### src/rtl/tvdi_ram.sv
// tvdi_ram: generic single write, single read ram with registered read data
// no dependencies
`default_nettype none

module tvdi_ram #(
	parameter int WIDTH = 8,
	parameter int DEPTH = 16
) (
	input  wire logic                     clk,
	input  wire logic                     wr_en,
	input  wire logic [$clog2(DEPTH)-1:0] wr_addr,
	input  wire logic [WIDTH-1:0]         wr_data,
	input  wire logic                     rd_en,
	input  wire logic [$clog2(DEPTH)-1:0] rd_addr,
	output logic      [WIDTH-1:0]         rd_data
);

	logic [WIDTH-1:0] mem [DEPTH];

	always_ff @(posedge clk) begin
		if (wr_en) begin
			mem[wr_addr] <= wr_data;
		end
		if (rd_en) begin
			rd_data <= mem[rd_addr];
		end
	end

endmodule

`default_nettype wire

### config.mk
export PLATFORM = sky130hd
export DESIGN_NAME = tvdi_ram
export DESIGN_NICKNAME = d
export VERILOG_FILES = /design/src/rtl/tvdi_ram.sv
export SDC_FILE = /design/constraint.sdc
export NUM_CORES = 1
export LEC_CHECK = 0
export ABC_AREA = 1
export BUFFER_PORTS_ARGS = -buffer_cell sky130_fd_sc_hd__buf_2
export CAP_MARGIN = 5
export CORE_MARGIN = 1.5
export CORE_UTILIZATION = 40
export CTS_CLUSTER_SIZE = 25
export DETAILED_ROUTE_END_ITERATION = 10
export PLACE_DENSITY = 0.53
export SLEW_MARGIN = 20
export SYNTH_ARGS = -nofsm -noshare
export SYNTH_HDL_FRONTEND = slang
export SYNTH_SLANG_ARGS = --single-unit
export TNS_END_PERCENT = 30
### constraint.sdc
create_clock -name clk -period 2.8 [get_ports clk]
set_input_delay 0.42 -clock clk [delete_from_list [all_inputs] [get_ports clk]]
set_output_delay 0.42 -clock clk [all_outputs]
set_load 0.005 [all_outputs]
==> out/metrics.csv <==
metric,value,unit
Die Height,124,µm
post-synth top area cell,edfxtp_1,
Setup Buffers After CTS,0,
Clock Latency Late Sink,0.42,ns
drt first pass iters,5,
die area,15400,µm²
Worst-path clk slew,0.05,ns
Switching Fraction,0.208,
Num CTS Buffers,17,
fin crit share,0.692,
Yosys reg bits,136,
Ports,27,
cell row count,44,
Vias/cell,4.77,
maximum VDD drop,366,µV
Switch Pwr,0.000984,W
Finished Core Util,0.461,
# diodes,0,
post-route total power,0.00473,W
Post-Synthesis Cell Area,5850,µm²
clock buffer depth,2,
critical path launch point,rd_addr[1],
minimum clock period,1.94,ns
Synth area leaders,"edfxtp_1 (70%), nand2_1 (11%), nand3_1 (8.3%)",
Slew @ Worst Pin,0.828,ns
Leak Pwr,2.83,nW
"Max FO, Critical Path",33,
WP data arrival,2.10,ns
Reg2Reg Depth,6,
grt total ovfl,0,
Logic pwr share,0.056,
DR vias,3686,
die width,124,µm
final-stage net count,595,
synth-to-layout area growth,13.8,%
"Avg Cell Area, Syn",10.6,µm²
count of cell types in the netlist,11,
hpwl dp,8260,µm
Pwr per Cell Area,711,nW/µm²
GR Util All Layers,0.194,
clock share of power,0.456,
Yosys top cell area share,0.698,
R2R Setup Slk,1.59,ns
CP Capture Point,rd_data[0],
clk root buf,clkbuf_16,
sequential power share,0.488,
Setup Total Neg Slack,0,ns
unrepaired setup endpoints after global routing,false,
HP Class,in -> reg,
final setup violation count,0,
WL final,13400,µm
part of the Yosys area used for sequential elements,0.698,
"Slew Viols, Final",0,
nature of the critical path startpoint,primary input,
FMAX,0.516,GHz
Routed Antenna Nets,0,
# fillers,1354,
status,"complete, no violations",
vias in the first global route,3657,
Internal,0.00375,W
R2R Path Start,mem[1][0],
worst path required time,2.96,ns
pin count of the biggest net entering global routing,65,
r2r endpoint,rd_data[0],
Crit. End Element,register,
Post-Syn Instances,551,
clk_skew,0.0183,ns
Core Area,14400,µm²
share of layout cells above drive strength 1,0.0951,
Resized Gates After CTS,0,
first-pass GRT wire length,20900,µm
I/O Buffers,26,
antenna violations before repair,0,
TritonCTS clock tree,built,
DR iter-0 viols,331,
Routability Congestion,0.772,
synth warn,0,
final hold violation count,0,
routed length per instance,17.3,µm
# hold bufs at CTS,0,
number of max-cap violations,0,
Slew Limit Headroom,0.446,
clk sinks,136,
kind of critical path,in -> reg,
Mapped Nets,570,
drt drc,0,
H-Tree Depth,4,
Starting Density,0.405,
[worst max-delay path, cell delays in order]
cell and delay, ns:
buf_2 0.57, inv_2 0.48, nand3_1 0.20, nand3_1 0.13, nand3_1 0.19, nand2_1 0.07
[synth_stat cells, drive strengths merged]
| master | instances |
|---|---|
| buf | 24 |
| edfxtp | 136 |
| inv | 102 |
| nand2 | 173 |
| nand3 | 97 |
| nand3b | 2 |
| nor2 | 17 |
[layout by cell type (no fill, tap or decap)]
| master | Yosys | layout |
|---|---|---|
| clkinv_2 | 0 | 2 |
| clkbuf_1 | 0 | 4 |
| nand3_1 | 97 | 97 |
| nor2_1 | 17 | 17 |
| clkbuf_16 | 0 | 17 |
| inv_2 | 2 | 2 |
| buf_2 | 13 | 26 |
| nand2_1 | 173 | 173 |
| clkinvlp_4 | 0 | 2 |
| inv_1 | 100 | 100 |
| nand3b_1 | 2 | 2 |
| buf_4 | 4 | 3 |
| clkinv_1 | 0 | 4 |
| buf_12 | 0 | 1 |
| edfxtp_1 | 136 | 136 |
| bufinv_16 | 0 | 3 |
[routing by layer]
metal	wire length [µm]	part of all wire	vias up	GRT usage
met4	111	0.0083	0	0.0774
met1	5770	0.43	1738	0.262
li1	-	-	1832	-
met3	962	0.072	9	0.0403
met5	0	0	-	0
met2	6510	0.49	107	0.308
[power groups by stage]
stage	combinational (W)	clock (W)	sequential, W
detailed placement	0.000271	0	0.00235
floorplan	0.000161	0	0.00235
finish	0.000266	0.00216	0.00231
global placement	0.000268	0	0.00235
global route	0.000302	0.00227	0.00231
CTS	0.000272	0.00219	0.00231
[registers in the layout, indices dropped and copies added, names as in the netlist]
| name | flops |
|---|---|
| mem | 128 |
| rd_data | 8 |
[logic make-up after synthesis]
group,after synthesis,share of synthesized area
simple gates,289,0.208
buf+inv,126,0.0939
flops,136,0.698
[per-stage QoR]
stage / std cells / cell area (µm²) / setup slack [ns] / hold WS (ns)
CTS: 773 / 6650 / 0.902 / 0.360
finish: 773 / 6650 / 0.861 / 0.375
detailed placement: 741 / 6080 / 0.461 / 0.721
global placement: 741 / 6080 / 0.465 / 0.724
floorplan: 551 / 5850 / 1.43 / 0.519
global route: 773 / 6650 / 0.757 / 0.368
[worst min-delay path by stage]
stage,end,depth (start not counted),startpoint,slack [ns]
CTS,rd_data[7],1,rd_en,0.36
detailed placement,rd_data[2],6,mem[12][2],0.72
global route,rd_data[7],1,rd_en,0.37
global placement,rd_data[2],6,mem[12][2],0.72
floorplan,mem[0][0],0,wr_data[0],0.52
finish,rd_data[4],1,rd_en,0.38
[area by class of cell]
type,count,area [µm²],area share
timing repair buffer,30,173,0.0259
inverter,102,383,0.0575
sequential,136,4080,0.614
clock buffer,21,440,0.0662
multi-input combinational,289,1210,0.182
clock inverter,11,130,0.0196
tap,184,230,0.0346
Power figures use the tool's default switching activity.
