`config.mk`:
```
export PLATFORM = sky130hd
export DESIGN_NAME = tvdi_match
export DESIGN_NICKNAME = d
export VERILOG_FILES = /design/src/rtl/tvdi_pkg.sv /design/src/rtl/tvdi_match.sv
export SDC_FILE = /design/constraint.sdc
export NUM_CORES = 1
export LEC_CHECK = 0
export ABC_AREA = 1
export BUFFER_PORTS_ARGS = -buffer_cell sky130_fd_sc_hd__buf_2
export CAP_MARGIN = 20
export CORE_AREA = 5 5 297 299
export DETAILED_ROUTE_END_ITERATION = 10
export DIE_AREA = 0 0 302 304
export PLACE_DENSITY = 0.48
export SLEW_MARGIN = 20
export SYNTH_ARGS = -nofsm -noshare
export SYNTH_HDL_FRONTEND = slang
export SYNTH_SLANG_ARGS = --single-unit
export TNS_END_PERCENT = 50
```
`constraint.sdc`:
```
create_clock -name vclk -period 2.9
set_clock_uncertainty 0.15 [all_clocks]
set_input_delay 0.58 -clock vclk [all_inputs]
set_output_delay 0.58 -clock vclk [all_outputs]
set_load 0.02 [all_outputs]
```
`src/rtl/tvdi_pkg.sv`:
```
// tvdi_pkg: shared types, sizes and the coordinate compare for the vertex indexer
// used by tvdi_match and triangle_vertex_dedup_indexer_top
// no dependencies
`default_nettype none

package tvdi_pkg;

	localparam int VERTEX_CAPACITY = 1024;
	localparam int CORNERS         = 3;

	localparam int IDX_W      = $clog2(VERTEX_CAPACITY);
	localparam int FILL_W     = $clog2(VERTEX_CAPACITY + 1);
	localparam int OUT_IDX_W  = 10;
	localparam int OUT_FILL_W = 11;
	localparam int TALLY_W    = 32;

	// widest of internal and field width, for explicit extend then truncate
	localparam int IDX_XW  = (IDX_W > OUT_IDX_W) ? IDX_W : OUT_IDX_W;
	localparam int FILL_XW = (FILL_W > OUT_FILL_W) ? FILL_W : OUT_FILL_W;

	localparam logic [62:0]        EXP_ALL_ONES = 63'h7FF0_0000_0000_0000;
	localparam logic [TALLY_W-1:0] TALLY_MAX    = '1;

	typedef struct packed {
		logic [63:0] first_x;
		logic [63:0] first_y;
		logic [63:0] first_z;
		logic [63:0] second_x;
		logic [63:0] second_y;
		logic [63:0] second_z;
		logic [63:0] third_x;
		logic [63:0] third_y;
		logic [63:0] third_z;
		logic [63:0] facet_nx;
		logic [63:0] facet_ny;
		logic [63:0] facet_nz;
	} item_t;

	typedef struct packed {
		logic [OUT_IDX_W-1:0]  first_index;
		logic [OUT_IDX_W-1:0]  second_index;
		logic [OUT_IDX_W-1:0]  third_index;
		logic [TALLY_W-1:0]    triangle_number;
		logic [63:0]           normal_out_x;
		logic [63:0]           normal_out_y;
		logic [63:0]           normal_out_z;
		logic [OUT_FILL_W-1:0] vertices_in_use;
		logic                  store_full;
	} result_t;

	typedef struct packed {
		logic [63:0] x;
		logic [63:0] y;
		logic [63:0] z;
	} vertex_t;

	// ieee equality on double bit patterns: nan never equal, signed zeros equal
	function automatic logic ieee_eq(input logic [63:0] a, input logic [63:0] b);
		logic nan_a;
		logic nan_b;
		logic zeros;
		nan_a = (a[62:0] > EXP_ALL_ONES);
		nan_b = (b[62:0] > EXP_ALL_ONES);
		zeros = (a[62:0] == '0) && (b[62:0] == '0);
		return !nan_a && !nan_b && (zeros || (a == b));
	endfunction

endpackage

`default_nettype wire

```
`src/rtl/tvdi_match.sv`:
```
// tvdi_match: compares one stored vertex against the three corners of a triangle
// depends on tvdi_pkg
`default_nettype none

module tvdi_match (
	input  wire tvdi_pkg::vertex_t              entry,
	input  wire tvdi_pkg::vertex_t              corner [tvdi_pkg::CORNERS],
	output logic [tvdi_pkg::CORNERS-1:0]        hit
);
	import tvdi_pkg::*;

	always_comb begin
		for (int c = 0; c < CORNERS; c++) begin
			hit[c] = ieee_eq(entry.x, corner[c].x) &&
				ieee_eq(entry.y, corner[c].y) &&
				ieee_eq(entry.z, corner[c].z);
		end
	end

endmodule

`default_nettype wire

```
==> reports/results.ini <==
[pwr]
switchingPower_mw=1.52
p_leak_nw=13.5
clkPwrFrac=0
ir_drop_uv=64.9
p_sw_frac=0.543
power.total_mw=2.80
power_frac_comb=1.000
p_seq_frac=0
p_per_area_mw_per_mm2=124
p_int_mw=1.28

[run_status]
violations=setup timing
status=complete, but fails checks

[timing]
fmax_ghz=0.340
fin_hold_ws_ns=1.70
finalSetupViolCount=3
max_slew.worst_pin.slew_ns=0.519
rsz0062_at_grt=yes
fin_ws_ns=-0.0382
slew_viol_final=0
maxSlewHeadroom=0.651
min_period_ns=2.94
fin_crit_sh=1.01
hold_violations=0

[min_path]
min_to=hit[0]
min_path_type=in2out
worstHoldStart=corner[568]
whs_path_depth=9

[routing]
drt_iter0_markers=1068
avgViaCountPerCell=4.00
wl_met3_um=6950
top_layer=met5
via_count=21700
drt_wl_total_um=95500
drt-wirelength-per-cell_um=17.6
ant_nets=0
drt-pass1-iter-count=5
wl_met1_um=38100
drc=0
wl_met2_um=47700

[synthesis]
syn_area_per_cell_um2=4.29
synth_cells=3023
synth-seq-area-share=0
syn_area_mm2=0.0130
synth.net_count=3791
yosysWarnings=0
ys_types=22

[global_route]
antenna_found_initial=64
track_usage=0.194
grt_pass1_vias=21100
grt_pass1_wl_um=134000
grt.overflow.total=0
grt_max_degree=8

[final_layout]
drive_gt1_frac=0.355
regArea_um2=0
area_growth_pct=75.0
design.seq.count=0
clkbuf_count=0
num-nets-final=5012

[setup_path]
crit_fanout=4
required_ns=2.17
crit_type=in2out
start_kind=primary input
cp-end-kind=output port
critPathArrivalTime_ns=2.21

[floorplanning]
die_h_um=304
std_cell_rows=107
ios=771
die_area_mm2=0.0918
initial_core_util=0.153
die_x_um=302
core-area_mm2=0.0849

[job]
drv_cap=0

[placed_design]
gp_congestion=0.989
dp_hpwl_um=89200
io_buffers=771

==> area by class of cell <==
cell class	count	area, µm²
Multi-Input combinational cell	2549	11900
Timing Repair Buffer	1230	7500
Fill cell	10100	62200
Tap cell	1144	1430
Antenna cell	32	80.1
Inverter	463	1750
==> kinds of logic after synthesis <==
kind of cell | synth area share
and+or+nand+nor | 0.699
xor gates and xnor gates | 0.162
buffers and inverters | 0.139
==> Yosys cell counts <==
cell type  count  area share
nor3_2         5      0.0039
nor3_1        49       0.019
buf_2          8      0.0031
and2_0         2     0.00097
xor2_1       239        0.16
nor2_1       715        0.21
nor2_2         6      0.0029
clkinv_1       1     0.00029
inv_1        389        0.11
nand3_1       59       0.023
nand2_2        2     0.00097
nand4_1       45       0.022
inv_2         73       0.021
and3_1         1     0.00048
nand2_1     1397        0.40
nor2_4         1     0.00087
and2_1         3      0.0014
nand3b_1       2      0.0012
nor3b_1        2      0.0012
buf_6          2      0.0017
nor4_1        21       0.010
buf_4          1     0.00058
==> cells in the final DEF, fill, tap and decap left out <==
cell type  instances
nor2_2            67
nor3_4             5
xor2_1           238
nor3b_4            1
clkinv_1           1
buf_12             2
nor3_1            31
nand3b_1           2
nor3b_1            1
buf_6             27
nand2_1         1338
nand3_2            6
nor2_1           626
nand2_2           49
clkbuf_4           3
and3_1             1
nand4_1           45
inv_1            377
and2_4             2
and2_1             2
buf_2            748
inv_2             82
nor2_4            29
buf_4            449
nand3_4            2
and2_0             1
nor3_2            18
inv_4              3
buf_8              1
xor2_2             1
nand3_1           51
nand2_4           12
nor4_1            21
diode_2           32
==> power by group through the flow <==
| stage | combinational [mW] | sequential [mW] | clock, mW |
|---|---|---|---|
| after floorplan | 1.06 | 0 | 0 |
| after global placement | 2.69 | 0 | 0 |
| after detailed placement | 2.70 | 0 | 0 |
| after CTS | 2.74 | 0 | 0 |
| after global routing | 3.12 | 0 | 0.000000973 |
| final | 2.80 | 0 | 0.00000149 |
==> metrics by stage <==
step,utilization,instances,setup TNS (ns),worst slack [ns],area [µm²]
floorplan,-,3023,0,0.485,13000
global placement,0.255,5383,-1.74,-0.791,21600
detailed placement,0.255,5383,-1.76,-0.787,21600
CTS,0.260,5386,-0.337,-0.115,22100
global route,0.267,5407,-0.460,-0.169,22600
finish,0.267,5418,-0.0773,-0.0382,22700
==> critical path: stages <==
cell     delay (ns)
buf_2          0.13
buf_4          0.14
nand2_1        0.05
nand2_1        0.05
nor2_1         0.14
nand2_1        0.14
nor2_2         0.15
nand2_1        0.10
nor2_1         0.10
nand2_1        0.07
nand2_2        0.13
nand3_2        0.11
nor2_4         0.09
buf_6          0.11
buf_6          0.11
==> metal layers <==
| metal | global-route usage | vias up |
|---|---|---|
| met3 | 0.0390 | 138 |
| met1 | 0.228 | 9379 |
| met4 | 0.0443 | 36 |
| met5 | 0 | - |
| li1 | - | 11400 |
| met2 | 0.362 | 751 |
==> how the worst max path moves through the flow <==
stage / endpoint / cells after the start / startpoint
3_5_place_dp: hit[1] / 13 / corner[282]
4_1_cts: hit[1] / 14 / entry[90]
6_report: hit[2] / 15 / entry[136]
3_3_place_gp: hit[1] / 13 / corner[282]
2_1_floorplan: hit[0] / 8 / entry[189]
5_1_grt: hit[0] / 14 / entry[8]
==> what timing repair did <==
item,4_1_cts,5_1_grt
resized for setup,129,165
hold buffers,0,0
pin swaps,49,111
endpoints found under the setup margin,3,3
buffers inserted,4,2
No activity file was read; power rests on OpenSTA's default activity.
